### src/hdl/bbce_pkg.sv
// ----------------------------------------------------------------------------
// bbce_pkg
// Shared constants, codes and types of the bitblt copy/xor engine.
// ----------------------------------------------------------------------------
`default_nettype none

package bbce_pkg;

  localparam int MEM_ADDR_BITS     = 20;
  localparam int MEM_SIZE          = 2 ** MEM_ADDR_BITS;
  localparam int ADDR_IN_BITS      = 20;
  localparam int PATTERN_ROW_BYTES = 16;
  localparam int PATTERN_ROWS      = 8;
  localparam int PBYTE_BITS        = $clog2(PATTERN_ROW_BYTES);
  localparam int PROW_BITS         = $clog2(PATTERN_ROWS);
  localparam int SUM_BITS          = (MEM_ADDR_BITS > 16 ? MEM_ADDR_BITS : 16) + 2;

  localparam logic [7:0] ROP_COPY = 8'h0d;
  localparam logic [7:0] ROP_XOR  = 8'h59;
  localparam int MODE_REVERSE_BIT = 0;
  localparam int MODE_PATTERN_BIT = 6;

  typedef enum logic [1:0] {
    CMD_WRITE = 2'd0,
    CMD_READ  = 2'd1,
    CMD_BLIT  = 2'd2
  } cmd_t;

  typedef enum logic [2:0] {
    REG_BLIT_WIDTH   = 3'd0,
    REG_BLIT_HEIGHT  = 3'd1,
    REG_SOURCE_PITCH = 3'd2,
    REG_TARGET_PITCH = 3'd3,
    REG_SOURCE_START = 3'd4,
    REG_TARGET_START = 3'd5,
    REG_BLIT_MODE    = 3'd6,
    REG_RASTER_OP    = 3'd7
  } reg_idx_t;

  typedef enum logic [3:0] {
    ST_IDLE,
    ST_WR_BYTE,
    ST_NOP,
    ST_RD_BYTE,
    ST_RD_WAIT,
    ST_BLIT_INIT,
    ST_ROW_PAT,
    ST_ROW_SRC,
    ST_ROW_TGT,
    ST_RD_SRC,
    ST_RD_TGT,
    ST_WR_TGT,
    ST_STEP_SRC,
    ST_STEP_TGT
  } state_t;

  typedef struct packed {
    logic [15:0] blit_width;
    logic [15:0] blit_height;
    logic [15:0] source_pitch;
    logic [15:0] target_pitch;
    logic [19:0] source_start;
    logic [19:0] target_start;
    logic [7:0]  blit_mode;
    logic [7:0]  raster_op;
  } cfg_t;

  typedef struct packed {
    logic [MEM_ADDR_BITS-1:0] a;
    logic [15:0]              b;
    logic                     sub;
  } alu_in_t;

  typedef struct packed {
    logic [MEM_ADDR_BITS-1:0] sum;
    logic                     fits;
    logic                     borrow;
  } alu_out_t;

  typedef struct packed {
    logic                     we;
    logic [MEM_ADDR_BITS-1:0] waddr;
    logic [7:0]               wdata;
    logic [MEM_ADDR_BITS-1:0] raddr;
  } ram_req_t;

  function automatic logic [MEM_ADDR_BITS-1:0] to_maddr(input logic [ADDR_IN_BITS-1:0] a);
    logic [MEM_ADDR_BITS+ADDR_IN_BITS-1:0] wide;
    wide = {{MEM_ADDR_BITS{1'b0}}, a};
    return wide[MEM_ADDR_BITS-1:0];
  endfunction

endpackage

`default_nettype wire

### src/hdl/bbce_alu.sv
// ----------------------------------------------------------------------------
// bbce_alu
// Shared address adder/subtracter with memory-top and borrow flags.
// ----------------------------------------------------------------------------
`default_nettype none

module bbce_alu (
  input  bbce_pkg::alu_in_t  alu_in,
  output bbce_pkg::alu_out_t alu_out
);

  import bbce_pkg::*;

  logic [SUM_BITS-1:0] ext_a;
  logic [SUM_BITS-1:0] ext_b;
  logic [SUM_BITS-1:0] res;

  always_comb begin
    ext_a = SUM_BITS'(alu_in.a);
    ext_b = SUM_BITS'(alu_in.b);
    if (alu_in.sub) begin
      res = ext_a - ext_b;
    end else begin
      res = ext_a + ext_b;
    end
    alu_out.sum    = res[MEM_ADDR_BITS-1:0];
    alu_out.fits   = (res[SUM_BITS-1:MEM_ADDR_BITS] == '0);
    alu_out.borrow = res[SUM_BITS-1];
  end

endmodule

`default_nettype wire

### config.mk
export PLATFORM = sky130hd
export DESIGN_NAME = bbce_alu
export DESIGN_NICKNAME = d
export VERILOG_FILES = /design/src/hdl/bbce_pkg.sv /design/src/hdl/bbce_alu.sv
export SDC_FILE = /design/constraint.sdc
export NUM_CORES = 1
export LEC_CHECK = 0
export ABC_CLOCK_PERIOD_IN_PS = 2700
export BUFFER_PORTS_ARGS = -buffer_cell sky130_fd_sc_hd__buf_2
export CORE_ASPECT_RATIO = 2
export CORE_UTILIZATION = 47
export DETAILED_ROUTE_END_ITERATION = 8
export PLACE_DENSITY = 0.81
export SYNTH_ARGS = -nofsm -noshare
export SYNTH_HDL_FRONTEND = slang
export SYNTH_SLANG_ARGS = --single-unit
### constraint.sdc
create_clock -name vclk -period 2.7
set_input_delay 0.135 -clock vclk [all_inputs]
set_output_delay 0.135 -clock vclk [all_outputs]
set_load 0.005 [all_outputs]
==> results.toml <==
[status]
status = "finished clean"

[sta]
maxSlewHeadroom = 0.7246
fmax_ghz = 0.4140
hold_viol_final = 0
worstMarginPinSlew_ns = 0.4099
fin_crit_ns = 2.416
rsz0062_at_grt = "no"
slew_viol_final = 0
report.final.setup_viol = 0
fin_setup_tns_ns = 0
fin_crit_sh = 0.8947

[die]
die_area_mm2 = 0.004108
start_util = 0.4952
die_x_um = 45.83
core-area_mm2 = 0.003646
row_count = 31
die_h_um = 89.65
ioPinCount = 59

[worst_hold_path]
hp-class = "primary input to output pin"

[place]
numPortBuffers = 59
post-dp-hpwl_um = 4100
gp_congestion = 0.9429

[layout]
final_common_cell = "buf_2"
nets = 385
drive_gt1_frac = 0.2212
final_cell_mix = "buf_2 (59), inv_1 (37), ha_1 (32), a21oi_1 (27)"
antennaDiodeCount = 0
ff_latch_area_um2 = 0
seq_cells = 0
fillers = 400
clock_buffers = 0
syn_to_final_growth_pct = 15.25

[synth]
avgSynthCellArea_um2 = 6.839
syn_area_mm2 = 0.001805
ys_types = 53
synth_nets = 335
ys_warn_count = 0
synthCells = 264
ys_seq_area_frac = 0

[power_and_ir_drop]
p_leak_nw = 1.064
total_power_w = 0.0004771
p_per_area_mw_per_mm2 = 229.3
worst_ir_drop_vdd_mv = 0.1166

[route]
wl_per_cell_um = 13.34
ant_nets = 0
via_count = 2088
wirelength_um = 4816
drt_iter0_drc = 65
drt_pass1_iterations = 4
viasPerCell = 5.784
drc = 0

[setup_path]
startpoint_type = "primary input"
crit_arrival_ns = 2.28
path_max_fanout = 4
required_ns = 2.57
critPathKind = "primary input to output pin"
end_kind = "output pin"

[grt]
grt_pass1_wl_um = 8211
grt_use_total = 0.2539
antenna_found_initial = 0
grt_max_degree = 28
grt_pass1_vias = 2031
grt_overflow_total = 0

[clock_tree]
cts-resized-gates = 0
cts_hold_buf = 0
cts_setup_buffers = 0

[job]
cap_violations = 0
-- report_power, final --
group          switching, W  internal, W  total (W)
Combinational      0.000265     0.000212   0.000477
Clock                     0            0          0
Sequential                0            0          0
Total              0.000265     0.000212   0.000477
-- synthesized netlist by cell type, types with 3 or more instances --
cell,number,area share
nand2_1,16,0.033
o211ai_1,7,0.029
buf_6,5,0.031
a21oi_1,27,0.075
nor3_1,8,0.022
nand2b_1,3,0.010
a21o_1,4,0.017
clkbuf_1,3,0.0062
xnor2_1,18,0.087
nor4_1,3,0.010
o21ai_0,18,0.050
or3_1,4,0.014
inv_1,37,0.077
o31ai_1,4,0.017
nor2_1,18,0.037
a31oi_1,5,0.017
o21a_1,3,0.012
nand4_1,4,0.014
ha_1,32,0.22
-- per-layer routing --
layer,track usage,vias to the layer above,part of all wire
li1,-,1032,-
met1,0.2723,971,0.36
met2,0.4922,71,0.57
met3,0.01000,14,0.039
met4,0.09626,0,0.032
met5,0,-,0
-- final cells by class --
type	count	area (um^2)	share of cell area
Multi-Input combinational cell	212	1559	0.7492
Tap cell	49	61.31	0.02946
Inverter	38	142.6	0.06855
Timing Repair Buffer	62	317.8	0.1527
-- critical path, stage by stage --
cell and delay, ns:
buf_2 0.11, ha_1 0.22, fa_1 0.39, o21a_1 0.19, o31a_1 0.30, o21ai_0 0.31, a31oi_1 0.14, nor3_1 0.22
xnor2_1 0.15, buf_2 0.13
-- kinds of logic after synthesis --
group / share of synthesized area
fa+ha+maj: 0.2439
xor+xnor: 0.08732
mux: 0.01109
buf+inv: 0.1365
compound gates: 0.3410
simple gates: 0.1802
-- final timing paths --
check	depth (start not counted)	to	slack, ns	from
max	10	alu_out[20]	0.28	alu_in[1]
min	3	alu_out[0]	0.56	alu_in[36]
-- through the flow --
| stage | util | hold slack [ns] | setup slack, ns | instance area [um^2] | std cells |
|---|---|---|---|---|---|
| 2_1_floorplan | - | 0.3106 | 0.6416 | 1805 | 264 |
| 3_3_place_gp | 0.5707 | 0.5565 | 0.3484 | 2081 | 361 |
| 3_5_place_dp | 0.5707 | 0.5602 | 0.2884 | 2081 | 361 |
| 4_1_cts | 0.5707 | 0.5617 | 0.2872 | 2081 | 361 |
| 5_1_grt | 0.5707 | 0.5771 | 0.09048 | 2081 | 361 |
| 6_report | 0.5707 | 0.5595 | 0.2843 | 2081 | 361 |
(Power assumes the default switching activity.)
