<file path="src/hdl/bbce_pkg.sv">
// ----------------------------------------------------------------------------
// bbce_pkg
// Shared constants, codes and types of the bitblt copy/xor engine.
// ----------------------------------------------------------------------------
`default_nettype none

package bbce_pkg;

  localparam int MEM_ADDR_BITS     = 20;
  localparam int MEM_SIZE          = 2 ** MEM_ADDR_BITS;
  localparam int ADDR_IN_BITS      = 20;
  localparam int PATTERN_ROW_BYTES = 16;
  localparam int PATTERN_ROWS      = 8;
  localparam int PBYTE_BITS        = $clog2(PATTERN_ROW_BYTES);
  localparam int PROW_BITS         = $clog2(PATTERN_ROWS);
  localparam int SUM_BITS          = (MEM_ADDR_BITS > 16 ? MEM_ADDR_BITS : 16) + 2;

  localparam logic [7:0] ROP_COPY = 8'h0d;
  localparam logic [7:0] ROP_XOR  = 8'h59;
  localparam int MODE_REVERSE_BIT = 0;
  localparam int MODE_PATTERN_BIT = 6;

  typedef enum logic [1:0] {
    CMD_WRITE = 2'd0,
    CMD_READ  = 2'd1,
    CMD_BLIT  = 2'd2
  } cmd_t;

  typedef enum logic [2:0] {
    REG_BLIT_WIDTH   = 3'd0,
    REG_BLIT_HEIGHT  = 3'd1,
    REG_SOURCE_PITCH = 3'd2,
    REG_TARGET_PITCH = 3'd3,
    REG_SOURCE_START = 3'd4,
    REG_TARGET_START = 3'd5,
    REG_BLIT_MODE    = 3'd6,
    REG_RASTER_OP    = 3'd7
  } reg_idx_t;

  typedef enum logic [3:0] {
    ST_IDLE,
    ST_WR_BYTE,
    ST_NOP,
    ST_RD_BYTE,
    ST_RD_WAIT,
    ST_BLIT_INIT,
    ST_ROW_PAT,
    ST_ROW_SRC,
    ST_ROW_TGT,
    ST_RD_SRC,
    ST_RD_TGT,
    ST_WR_TGT,
    ST_STEP_SRC,
    ST_STEP_TGT
  } state_t;

  typedef struct packed {
    logic [15:0] blit_width;
    logic [15:0] blit_height;
    logic [15:0] source_pitch;
    logic [15:0] target_pitch;
    logic [19:0] source_start;
    logic [19:0] target_start;
    logic [7:0]  blit_mode;
    logic [7:0]  raster_op;
  } cfg_t;

  typedef struct packed {
    logic [MEM_ADDR_BITS-1:0] a;
    logic [15:0]              b;
    logic                     sub;
  } alu_in_t;

  typedef struct packed {
    logic [MEM_ADDR_BITS-1:0] sum;
    logic                     fits;
    logic                     borrow;
  } alu_out_t;

  typedef struct packed {
    logic                     we;
    logic [MEM_ADDR_BITS-1:0] waddr;
    logic [7:0]               wdata;
    logic [MEM_ADDR_BITS-1:0] raddr;
  } ram_req_t;

  function automatic logic [MEM_ADDR_BITS-1:0] to_maddr(input logic [ADDR_IN_BITS-1:0] a);
    logic [MEM_ADDR_BITS+ADDR_IN_BITS-1:0] wide;
    wide = {{MEM_ADDR_BITS{1'b0}}, a};
    return wide[MEM_ADDR_BITS-1:0];
  endfunction

endpackage

`default_nettype wire

</file>
<file path="src/hdl/bbce_seq.sv">
// ----------------------------------------------------------------------------
// bbce_seq
// Command and blit sequencer: drives the shared address unit and the RAM.
// ----------------------------------------------------------------------------
`default_nettype none

module bbce_seq (
  input  logic                                clk,
  input  logic                                rst,
  input  logic                                start,
  output logic                                busy,
  input  logic [1:0]                          mode,
  input  logic [bbce_pkg::ADDR_IN_BITS-1:0]   address,
  input  logic [7:0]                          data,
  input  bbce_pkg::cfg_t                      cfg,
  output bbce_pkg::alu_in_t                   alu_in,
  input  bbce_pkg::alu_out_t                  alu_out,
  output bbce_pkg::ram_req_t                  ram_req,
  input  logic [7:0]                          ram_rdata,
  output logic                                result_valid,
  output logic [7:0]                          read_data,
  output logic                                blit_done
);

  import bbce_pkg::*;

  state_t state;
  state_t state_next;

  logic [MEM_ADDR_BITS-1:0] cmd_addr;
  logic [7:0]               cmd_data;
  logic [MEM_ADDR_BITS-1:0] row_src;
  logic [MEM_ADDR_BITS-1:0] row_tgt;
  logic [MEM_ADDR_BITS-1:0] cur_src;
  logic [MEM_ADDR_BITS-1:0] cur_tgt;
  logic [15:0]              row_cnt;
  logic [15:0]              byte_cnt;
  logic                     row_ok;
  logic [7:0]               sbyte;

  logic        accept;
  logic        pat;
  logic        rev;
  logic        rop_xor;
  logic        rop_ok;
  logic        src_ok;
  logic        fire;
  logic        fire_rd;
  logic        fire_blit;
  logic [15:0] plen_m1;
  logic [15:0] pat_offset;

  assign busy    = (state != ST_IDLE);
  assign accept  = start && (state == ST_IDLE);
  assign pat     = cfg.blit_mode[MODE_PATTERN_BIT];
  assign rev     = cfg.blit_mode[MODE_REVERSE_BIT] && !pat;
  assign rop_xor = (cfg.raster_op == ROP_XOR);
  assign rop_ok  = (cfg.raster_op == ROP_COPY) || rop_xor;
  assign src_ok  = rev ? !alu_out.borrow : alu_out.fits;
  assign plen_m1 = (cfg.blit_width > 16'(PATTERN_ROW_BYTES - 1)) ?
                   16'(PATTERN_ROW_BYTES - 1) : cfg.blit_width;
  assign pat_offset = 16'({row_cnt[PROW_BITS-1:0], {PBYTE_BITS{1'b0}}});

  always_ff @(posedge clk) begin
    if (rst) begin
      state <= ST_IDLE;
    end else begin
      state <= state_next;
    end
  end

  always_comb begin
    state_next    = state;
    alu_in        = '{a: '0, b: '0, sub: 1'b0};
    ram_req.we    = 1'b0;
    ram_req.waddr = cmd_addr;
    ram_req.wdata = cmd_data;
    ram_req.raddr = cmd_addr;
    fire          = 1'b0;
    fire_rd       = 1'b0;
    fire_blit     = 1'b0;
    case (state)
      ST_IDLE: begin
        if (accept) begin
          case (cmd_t'(mode))
            CMD_WRITE: state_next = ST_WR_BYTE;
            CMD_READ:  state_next = ST_RD_BYTE;
            CMD_BLIT:  state_next = ST_BLIT_INIT;
            default:   state_next = ST_NOP;
          endcase
        end
      end
      ST_WR_BYTE: begin
        ram_req.we = 1'b1;
        fire       = 1'b1;
        state_next = ST_IDLE;
      end
      ST_NOP: begin
        fire       = 1'b1;
        state_next = ST_IDLE;
      end
      ST_RD_BYTE: begin
        state_next = ST_RD_WAIT;
      end
      ST_RD_WAIT: begin
        fire       = 1'b1;
        fire_rd    = 1'b1;
        state_next = ST_IDLE;
      end
      ST_BLIT_INIT: begin
        if (!rop_ok) begin
          fire       = 1'b1;
          fire_blit  = 1'b1;
          state_next = ST_IDLE;
        end else begin
          state_next = pat ? ST_ROW_PAT : ST_ROW_SRC;
        end
      end
      ST_ROW_PAT: begin
        alu_in     = '{a: to_maddr(cfg.source_start), b: pat_offset, sub: 1'b0};
        state_next = ST_ROW_SRC;
      end
      ST_ROW_SRC: begin
        alu_in     = '{a: row_src, b: (pat ? plen_m1 : cfg.blit_width), sub: rev};
        state_next = ST_ROW_TGT;
      end
      ST_ROW_TGT: begin
        alu_in = '{a: row_tgt, b: cfg.blit_width, sub: rev};
        if (row_ok && src_ok) begin
          state_next = ST_RD_SRC;
        end else begin
          state_next = pat ? ST_STEP_TGT : ST_STEP_SRC;
        end
      end
      ST_RD_SRC: begin
        ram_req.raddr = cur_src;
        alu_in        = '{a: cur_src, b: 16'd1, sub: rev};
        state_next    = rop_xor ? ST_RD_TGT : ST_WR_TGT;
      end
      ST_RD_TGT: begin
        ram_req.raddr = cur_tgt;
        state_next    = ST_WR_TGT;
      end
      ST_WR_TGT: begin
        ram_req.we    = 1'b1;
        ram_req.waddr = cur_tgt;
        ram_req.wdata = rop_xor ? (sbyte ^ ram_rdata) : ram_rdata;
        alu_in        = '{a: cur_tgt, b: 16'd1, sub: rev};
        if (byte_cnt == cfg.blit_width) begin
          state_next = pat ? ST_STEP_TGT : ST_STEP_SRC;
        end else begin
          state_next = ST_RD_SRC;
        end
      end
      ST_STEP_SRC: begin
        alu_in     = '{a: row_src, b: cfg.source_pitch, sub: rev};
        state_next = ST_STEP_TGT;
      end
      ST_STEP_TGT: begin
        alu_in = '{a: row_tgt, b: cfg.target_pitch, sub: rev};
        if (row_cnt == cfg.blit_height) begin
          fire       = 1'b1;
          fire_blit  = 1'b1;
          state_next = ST_IDLE;
        end else begin
          state_next = pat ? ST_ROW_PAT : ST_ROW_SRC;
        end
      end
      default: begin
        state_next = ST_IDLE;
      end
    endcase
  end

  always_ff @(posedge clk) begin
    case (state)
      ST_IDLE: begin
        if (accept) begin
          cmd_addr <= to_maddr(address);
          cmd_data <= data;
        end
      end
      ST_BLIT_INIT: begin
        row_cnt <= '0;
        row_src <= to_maddr(cfg.source_start);
        row_tgt <= to_maddr(cfg.target_start);
      end
      ST_ROW_PAT: begin
        row_src <= alu_out.sum;
      end
      ST_ROW_SRC: begin
        row_ok <= src_ok;
      end
      ST_ROW_TGT: begin
        cur_src  <= row_src;
        cur_tgt  <= row_tgt;
        byte_cnt <= '0;
      end
      ST_RD_SRC: begin
        if (pat && (byte_cnt[PBYTE_BITS-1:0] == '1)) begin
          cur_src <= row_src;
        end else begin
          cur_src <= alu_out.sum;
        end
      end
      ST_RD_TGT: begin
        sbyte <= ram_rdata;
      end
      ST_WR_TGT: begin
        cur_tgt  <= alu_out.sum;
        byte_cnt <= byte_cnt + 16'd1;
      end
      ST_STEP_SRC: begin
        row_src <= alu_out.sum;
      end
      ST_STEP_TGT: begin
        row_tgt <= alu_out.sum;
        row_cnt <= row_cnt + 16'd1;
      end
      default: begin
      end
    endcase
  end

  always_ff @(posedge clk) begin
    if (rst) begin
      result_valid <= 1'b0;
    end else begin
      result_valid <= fire;
    end
  end

  always_ff @(posedge clk) begin
    if (fire) begin
      read_data <= fire_rd ? ram_rdata : 8'h00;
      blit_done <= fire_blit;
    end
  end

  a_single_strobe: assert property (@(posedge clk) disable iff (rst)
    result_valid |=> !result_valid)
    else $error("result strobe held for two cycles");

  a_blit_no_data: assert property (@(posedge clk) disable iff (rst)
    (result_valid && blit_done) |-> (read_data == 8'h00))
    else $error("blit result carries read data");

  a_accept_busy: assert property (@(posedge clk) disable iff (rst)
    (start && !busy) |=> busy)
    else $error("accepted item did not make the block busy");

  a_byte_in_row: assert property (@(posedge clk) disable iff (rst)
    (state == ST_RD_SRC) |-> (byte_cnt <= cfg.blit_width))
    else $error("byte counter ran past the row");

endmodule

`default_nettype wire

</file>
<file path="config.mk">
export PLATFORM = sky130hd
export DESIGN_NAME = bbce_seq
export DESIGN_NICKNAME = d
export VERILOG_FILES = /design/src/hdl/bbce_pkg.sv /design/src/hdl/bbce_seq.sv
export SDC_FILE = /design/constraint.sdc
export NUM_CORES = 1
export LEC_CHECK = 0
export ABC_AREA = 0
export BUFFER_PORTS_ARGS = -buffer_cell sky130_fd_sc_hd__buf_2
export CAP_MARGIN = 0
export CORE_ASPECT_RATIO = 0.75
export CORE_MARGIN = 2
export CORE_UTILIZATION = 53
export DETAILED_ROUTE_END_ITERATION = 8
export PLACE_DENSITY = 0.9
export SYNTH_ARGS = -nofsm -noshare
export SYNTH_HDL_FRONTEND = slang
export SYNTH_SLANG_ARGS = --single-unit
export TNS_END_PERCENT = 30
</file>
<file path="constraint.sdc">
create_clock -name clk -period 3.5 [get_ports clk]
set_input_delay 0.525 -clock clk [delete_from_list [all_inputs] [get_ports clk]]
set_output_delay 0.525 -clock clk [all_outputs]
set_load 0.01 [all_outputs]
</file>
==> results.cfg, run 1 <==
[sta]
post-route-min-period_ns = 3.37
rsz0062_at_grt = no
final-setup-viol-count = 0
max_freq_mhz = 297
slew_violations = 0
finalSetupTns_ns = 0
min_period_over_period_pct = 96.3
hold_viol_final = 0
worstMarginPinSlew_ns = 1.15
slew_headroom_pct = 23.0
fin_skew_ns = 0.0153

[worst_setup_path]
crit_path_max_incr_delay_ns = 0.86
reg2reg_to = read_data[7]
critPathLaunchType = flop
critical_path_required_ns = 2.97
timing.rr.start = state[3]
path_max_fanout = 20
rr_worst_depth = 5
crit_buf_inv = 2
reg2reg_slack_ns = 0.84
cpLargestDelayFamily = simple AND/OR/NAND/NOR gates
crit_chain = inv_1 -> nor2_1 -> and3_1 -> a221o_1 -> buf_2
cpMaxStageDelayCell = and3_1
crit_type = flop to output pin
end_kind = output pin
cp.arrival_ns = 2.84

[yosys]
synth_top_area_share_pct = 48.5
synth_edf_count = 158
synth_cells = 999
ys_ff_latch = 163
yosysTopAreaCell = edfxtp_1
synthTopCellsByCount = nand2_1, edfxtp_1, nor2_1
synth.most_common_cell = nand2_1
async_reset_ff_share_pct = 0
ys.flop_type = edfxtp_1
yosysSeqAreaShare_pct = 49.6
synth_warnings = 0
netlist_area_um2 = 9780
ys_types = 61
synth.area.top_cells = edfxtp_1, nand2_1, xor2_1
postSynthAreaPerCell_um2 = 9.79
syn_nets = 1184

[die]
start_util_pct = 54.7
dieWidth_um = 161
rows = 42
die_height_um = 122
io_pins = 280
dieArea_um2 = 19600
core_area_um2 = 17900

[routing]
routed_wl_mm = 29.7
avgViaCountPerCell = 5.91
first_iter_violations = 1185
drc = 0
ant_nets = 0
avgRoutedWirePerCell_um = 19.9
vias = 8852
drt_pass1_iterations = 8

[cts]
cts_max_path_buffers = 2
cts_tree = done
numCtsBuffers = 17
root_buffer = clkbuf_16
insertion_delay_ns = 0.43
cts.sink_count = 163
clk_pin_slew_ns = 0.07
cts_max_level = 4

[min_path]
hp-class = input port to flop
holdPathEnd = cmd_addr[7]
hp-start = address[7]
holdPathStages = 1

[pwr]
ir_worst_vdd_uv = 302
finalPower_w = 0.00480
power_leakage_nw = 5.06
power.density_nw_per_um2 = 403

[final_layout]
fill_cells = 1368
diodes = 0
areaGrowthSynthToFinish_pct = 21.7
fin_nets = 1428
drive_above_1_share_pct = 29.5

[global_route]
track_usage_pct = 29.6
grt_pass1_wl_mm = 44.1
grt_max_degree = 66
antenna_found_initial = 1
overflow = 0
grt_pass1_vias = 8048

[status]
status = complete, no violations

[placed_design]
dp_hpwl_mm = 21.1
portBuffers = 273
gp_congestion = 0.942

[job]
maxCapViolCount = 0
## how the worst max path moves through the flow
stage | slack (ns) | endpoint | cells after the start | startpoint
2_1_floorplan | 0.69 | row_cnt[0] | 4 | state[1]
3_3_place_gp | 0.69 | ram_req[24] | 4 | state[3]
3_5_place_dp | 0.63 | ram_req[24] | 4 | state[3]
4_1_cts | 0.16 | ram_req[24] | 4 | state[3]
5_1_grt | 0.07 | alu_in[36] | 5 | state[3]
6_report | 0.13 | alu_in[17] | 5 | state[3]
## logic make-up (layout without fill, tap and decap cells)
group                    count (synthesis)  in the layout  synth area share (%)
XOR/XNOR                                66             66                  5.91
buffers and inverters                   85            342                  3.93
AO/OA/AOI/OAI                          191            191                  13.0
multiplexers                            64             64                  7.92
adder cells (fa/ha/maj)                  2              2                 0.256
AND/OR/NAND/NOR                        428            428                  19.4
flip-flops                             163            163                  49.6
## power by group
| part | internal [W] | total [W] | switching, W |
|---|---|---|---|
| clock | 0.00106 | 0.00187 | 0.000811 |
| sequential | 0.00221 | 0.00227 | 0.0000664 |
| combinational | 0.000284 | 0.000653 | 0.000370 |
## final cells by class
class	count	area (um2)	area share (%)
sequential	163	4850	40.7
inverter	17	63.8	0.536
clock buffer	17	425	3.57
tap	242	303	2.54
multi-input combinational	751	4590	38.5
clock inverter	15	156	1.31
timing repair buffer	293	1520	12.7
## through the flow
step                std cells  setup slack [ns]  instance area, um2  util, %  hold WS, ns
detailed placement       1466             0.633               11300     63.3        0.537
finish                   1498             0.130               11900     66.6        0.272
global route             1498            0.0717               11900     66.6        0.257
CTS                      1498             0.162               11900     66.6        0.260
global placement         1466             0.686               11300     63.3        0.526
floorplan                 999             0.689                9780        -        0.517
## cells in the final DEF (no fill, tap or decap), types with 3 or more instances in the layout
master     count
xor2_1        56
nand4_1        5
a222oi_1      12
a21oi_1       48
edfxtp_1     158
nand3_1       11
a221o_1       21
mux2_2         4
nor2_2         3
inv_6          4
or3_1          4
mux2_1        19
o21ai_0       43
nor2_1        79
nor4_1        13
dfxtp_1        3
mux2i_1       20
clkbuf_16     17
xnor2_1       10
mux2_4        21
and3_1        15
a22oi_1        5
buf_4         20
o22ai_1       23
nor3_1         6
inv_1         16
o31ai_1       20
o21ai_1        3
nand2b_1      28
nor2b_1        5
buf_2        273
nand2_1      239
## repair_timing
item,CTS,global route
setup buffers,0,0
hold buffers,0,0
setup endpoints to repair,0,1
gates resized for setup,0,1
## sequential cells by signal, indices dropped and copies added (netlist names)
name          count
cur_src          20
row_tgt          20
cur_tgt          20
blit_done         1
row_cnt          16
sbyte             8
byte_cnt         16
result_valid      1
row_ok            1
state             4
cmd_data          8
read_data         8
row_src          20
cmd_addr         20
## worst reg2reg max path: stages (launching register included)
cell and delay (ns):
dfxtp_1 0.64, inv_1 0.20, nor2_1 0.23, nand3_2 0.09, buf_4 0.30, o221ai_1 0.82
## per-layer routing
metal / vias to the layer above / part of all wire (%) / track usage, %
met5: - / 0.044 / 0
met4: 2 / 1.8 / 8.48
met2: 588 / 44 / 44.8
met3: 61 / 12 / 8.21
met1: 4110 / 42 / 42.0
li1: 4091 / - / -
Power figures use the tool's default switching activity.
==> inputs of run 2 (changes only) <==
--- a/config.mk
+++ b/config.mk
@@ -8,11 +8,12 @@
 export ABC_AREA = 0
 export BUFFER_PORTS_ARGS = -buffer_cell sky130_fd_sc_hd__buf_2
 export CAP_MARGIN = 0
-export CORE_ASPECT_RATIO = 0.75
-export CORE_MARGIN = 2
+export CORE_ASPECT_RATIO = 0.5
+export CORE_MARGIN = 8
 export CORE_UTILIZATION = 53
 export DETAILED_ROUTE_END_ITERATION = 8
 export PLACE_DENSITY = 0.9
+export SETUP_SLACK_MARGIN = 0.05
 export SYNTH_ARGS = -nofsm -noshare
 export SYNTH_HDL_FRONTEND = slang
 export SYNTH_SLANG_ARGS = --single-unit
==> run 2 against run 1 <==
Clock skew shrank 0.0017 ns. Final cell count rose by 0.33%. Via count up 2.3%. Wire length increased by 4.6%. Count of clock-buffer cells in the layout did not move. Register-to-register slack improved by 0.14 ns. First-iteration DRC count is 18% lower. Sequential share of layout area down 0.28 points. Die area rose by 19%. Sequential power hardly changed.
==> results.cfg, run 2 (synthesized netlist as in run 1, its figures left out) <==
[die]
io_pins = 280
die_height_um = 112
dieArea_um2 = 23300
start_util_pct = 53.7
core_area_um2 = 18200
rows = 35
dieWidth_um = 208

[sta]
max_freq_mhz = 323
final-setup-viol-count = 0
slew_headroom_pct = 36.3
fin_skew_ns = 0.0137
slew_violations = 0
finalSetupTns_ns = 0
rsz0062_at_grt = no
hold_viol_final = 0
worstMarginPinSlew_ns = 0.953
holdWs_ns = 0.262
min_period_over_period_pct = 88.5
post-route-min-period_ns = 3.10

[worst_setup_path]
critPathLaunchType = flop
end_kind = output pin
reg2reg_to = state[2]
path_max_fanout = 50
critical_path_required_ns = 2.97
crit_type = flop to output pin
crit_path_max_incr_delay_ns = 0.61
cpMaxStageDelayCell = dfxtp_1
rr_worst_depth = 5
cpLargestDelayFamily = simple AND/OR/NAND/NOR gates
crit_chain = nor2b_4 -> nand3_4 -> o21ai_0 -> buf_2
reg2reg_slack_ns = 0.98
cp.arrival_ns = 2.57
crit_buf_inv = 1
timing.rr.start = state[3]

[job]
maxCapViolCount = 0

[cts]
cts_tree = done
numCtsBuffers = 17
root_buffer = clkbuf_16
cts.sink_count = 163
cts_max_level = 4
postCtsHoldBufs = 0
cts_max_path_buffers = 2
insertion_delay_ns = 0.43
clk_pin_slew_ns = 0.08

[pwr]
ir_worst_vdd_uv = 343
power.density_nw_per_um2 = 407
power_leakage_nw = 5.10

[placed_design]
portBuffers = 273
dp_hpwl_mm = 22.3
gp_congestion = 0.894

[routing]
drc = 0
drt_pass1_iterations = 6
first_iter_violations = 977
vias = 9058
ant_nets = 0
avgRoutedWirePerCell_um = 20.7
routed_wl_mm = 31.1
avgViaCountPerCell = 6.03

[final_layout]
final_cell_mix = buf_2, nand2_1, edfxtp_1
fin_nets = 1431
final_common_cell = buf_2
drive_above_1_share_pct = 30.0
areaGrowthSynthToFinish_pct = 22.6

[status]
status = complete, no violations

[global_route]
grt_pass1_vias = 9101
antenna_found_initial = 4
use_met2_pct = 44.1
use_met1_pct = 29.2
track_usage_pct = 25.2
grt_max_degree = 60
grt.busiest_layer = met2
overflow = 0
grt_pass1_wl_mm = 47.3
met3_usage_pct = 4.92

[min_path]
hp-class = input port to flop
holdPathEnd = cmd_addr[11]
hp-start = address[11]
holdPathStages = 1
run 2: cell types whose count changed in the layout (fill, tap and decap cells not counted), sizes merged:
cell / before / now
buf: 293 / 296
clkinv: 6 / 4
clkinvlp: 2 / 0
diode: 0 / 4
inv: 22 / 26
run 2: worst max path at each step:
stage,from,to,slack (ns),cells after the start
final,state[3],ram_req[22],0.40,4
after global routing,state[3],ram_req[24],0.20,4
after CTS,state[3],ram_req[22],0.23,4
after detailed placement,state[3],ram_req[22],0.70,4
after global placement,state[3],ram_req[28],0.74,5
after floorplan,state[1],row_cnt[0],0.69,4
run 2: area by class of cell:
type,instances,area (um2)
multi-input combinational,751,4620
clock buffer,17,425
clock inverter,15,169
antenna,4,10.0
sequential,163,4850
inverter,17,63.8
timing repair buffer,296,1550
fill,1454,6230
tap,240,300
run 2: power by group:
| part | total [W] | internal (W) | switching (W) | leakage (nW) |
|---|---|---|---|---|
| registers | 0.00228 | 0.00221 | 0.0000732 | 1.45 |
| clock network | 0.00193 | 0.00108 | 0.000856 | 0.297 |
| logic | 0.000666 | 0.000286 | 0.000380 | 3.35 |
run 2: what timing repair did:
item,CTS,global route
setup endpoints to repair,0,8
gates resized for setup,0,1
setup buffers,0,0
run 2: layer usage:
layer  vias up  share of wire (%)  wire, um
met3        96                8.5      2660
met4         0                4.1      1290
li1       4106                  -         -
met1      4310                 37     11600
met5         -                  0         0
met2       546                 50     15600
run 2: per-stage QoR:
step	area, um2	instances	util (%)	power, W	worst slack [ns]
5_1_grt	12000	1503	65.8	0.00505	0.201
6_report	12000	1503	65.8	0.00488	0.401
2_1_floorplan	9780	999	-	0.00266	0.689
3_5_place_dp	11400	1467	62.5	0.00298	0.696
4_1_cts	12000	1499	65.7	0.00489	0.233
3_3_place_gp	11400	1467	62.5	0.00294	0.744
==> inputs of run 3 (changes only) <==
--- a/config.mk
+++ b/config.mk
@@ -12,7 +12,7 @@
 export CORE_MARGIN = 8
 export CORE_UTILIZATION = 53
 export DETAILED_ROUTE_END_ITERATION = 8
-export PLACE_DENSITY = 0.9
+export PLACE_DENSITY = 0.81
 export SETUP_SLACK_MARGIN = 0.05
 export SYNTH_ARGS = -nofsm -noshare
 export SYNTH_HDL_FRONTEND = slang
==> run 3 against run 2 <==
First-iteration DRC count decreased by 7.1%. Die area unchanged. Sequential power is essentially flat. Register-to-register slack lost 0.09 ns. Power down 2.3%. Sequential share of layout area rose by 0.22 points. Design area is 0.53% lower. Clock power decreased by 5%. Largest cell class unchanged. Largest power group unchanged.
==> results.cfg, run 3 (synthesized netlist as in run 1, its figures left out) <==
[die]
dieWidth_um = 208
die_height_um = 112
rows = 35
io_pins = 280
start_util_pct = 53.7
core_area_um2 = 18200
dieArea_um2 = 23300

[routing]
avgViaCountPerCell = 5.89
routed_wl_mm = 30.1
drc = 0
drt_pass1_iterations = 7
ant_nets = 0
first_iter_violations = 908
vias = 8822
avgRoutedWirePerCell_um = 20.1

[sta]
final-setup-viol-count = 0
fin_skew_ns = 0.0147
slew_violations = 0
rsz0062_at_grt = no
finalSetupTns_ns = 0
min_period_over_period_pct = 92.9
slew_headroom_pct = 24.4
hold_viol_final = 0
worstMarginPinSlew_ns = 1.13
max_freq_mhz = 308
post-route-min-period_ns = 3.25

[status]
status = complete, no violations

[worst_setup_path]
cp.arrival_ns = 2.73
path_max_fanout = 14
critical_path_required_ns = 2.97
end_kind = output pin
crit_type = flop to output pin
critPathLaunchType = flop

[final_layout]
final_common_cell = buf_2
final_cell_mix = buf_2, nand2_1, edfxtp_1
fin_nets = 1428
areaGrowthSynthToFinish_pct = 22.0
drive_above_1_share_pct = 30.0

[cts]
cts_tree = done
root_buffer = clkbuf_16
insertion_delay_ns = 0.43
cts_max_level = 4
post-cts-setup-buffer-count = 0
numCtsBuffers = 17
clk_pin_slew_ns = 0.07
postCtsHoldBufs = 0
cts.sink_count = 163
cts_max_path_buffers = 2

[placed_design]
gp_congestion = 0.869
dp_hpwl_mm = 22.3
portBuffers = 273

[job]
maxCapViolCount = 0

[global_route]
overflow = 0
antenna_found_initial = 1
track_usage_pct = 24.7
grt_pass1_wl_mm = 46.6
grt_pass1_vias = 8940
grt_max_degree = 61

[pwr]
power.density_nw_per_um2 = 400
power_leakage_nw = 5.06
ir_worst_vdd_uv = 341
finalPower_w = 0.00477

[min_path]
hp-class = input port to flop
-- run 3: cell types whose count changed in the layout (fill, tap and decap cells not counted), moves of 2 or more --
cell	change
inv_8	+2
buf_4	-4
nor2_2	+2
bufinv_16	-2
nor2_4	-2
clkinvlp_4	+2
diode_2	-3
-- run 3: where the power goes --
part           leakage, nW  internal, W  switching [W]  total [W]
Sequential            1.45      0.00220      0.0000745    0.00228
Clock                0.275     0.000947       0.000884    0.00183
Combinational         3.34     0.000287       0.000370   0.000657
-- run 3: critical path, stage by stage, from the launching register on --
cell and delay (ns):
dfxtp_1 0.67, nand2b_1 0.36, nor2_1 0.74, a222oi_1 0.30, inv_1 0.10, buf_2 0.13
-- run 3: routing by layer --
metal	up-vias	share of wire (%)	track usage (%)
met1	4219	38	29.3
li1	4089	-	-
met4	0	2.7	9.13
met5	-	0	0
met3	58	7.6	4.45
met2	456	52	44.6
-- run 3: cell type report --
class | count | area, um2
inverter | 17 | 63.8
clock buffer | 17 | 425
sequential | 163 | 4850
fill | 1442 | 6290
tap | 240 | 300
multi-input combinational | 751 | 4600
timing repair buffer | 293 | 1540
antenna | 1 | 2.50
clock inverter | 15 | 138
-- run 3: worst paths after layout --
check / start / to / slack [ns] / depth (start not counted)
min: address[16] / cmd_addr[16] / 0.27 / 1
max: state[3] / alu_in[10] / 0.25 / 5
min reg2reg: row_tgt[3] / cur_tgt[3] / 0.56 / 2
max reg2reg: state[3] / cur_tgt[2] / 0.89 / 3
-- run 3: what timing repair did --
item,in CTS,in global routing
gates resized for setup,0,3
setup endpoints to repair,0,50
hold endpoints to repair,0,0
-- run 3: through the flow --
step	setup WS, ns	area [um2]	util (%)	cells	hold WS [ns]
2_1_floorplan	0.689	9780	-	999	0.517
3_3_place_gp	0.594	11400	62.3	1464	0.533
3_5_place_dp	0.524	11400	62.3	1464	0.542
4_1_cts	0.0575	11900	65.4	1496	0.253
5_1_grt	0.0973	11900	65.5	1497	0.254
6_report	0.248	11900	65.5	1497	0.270
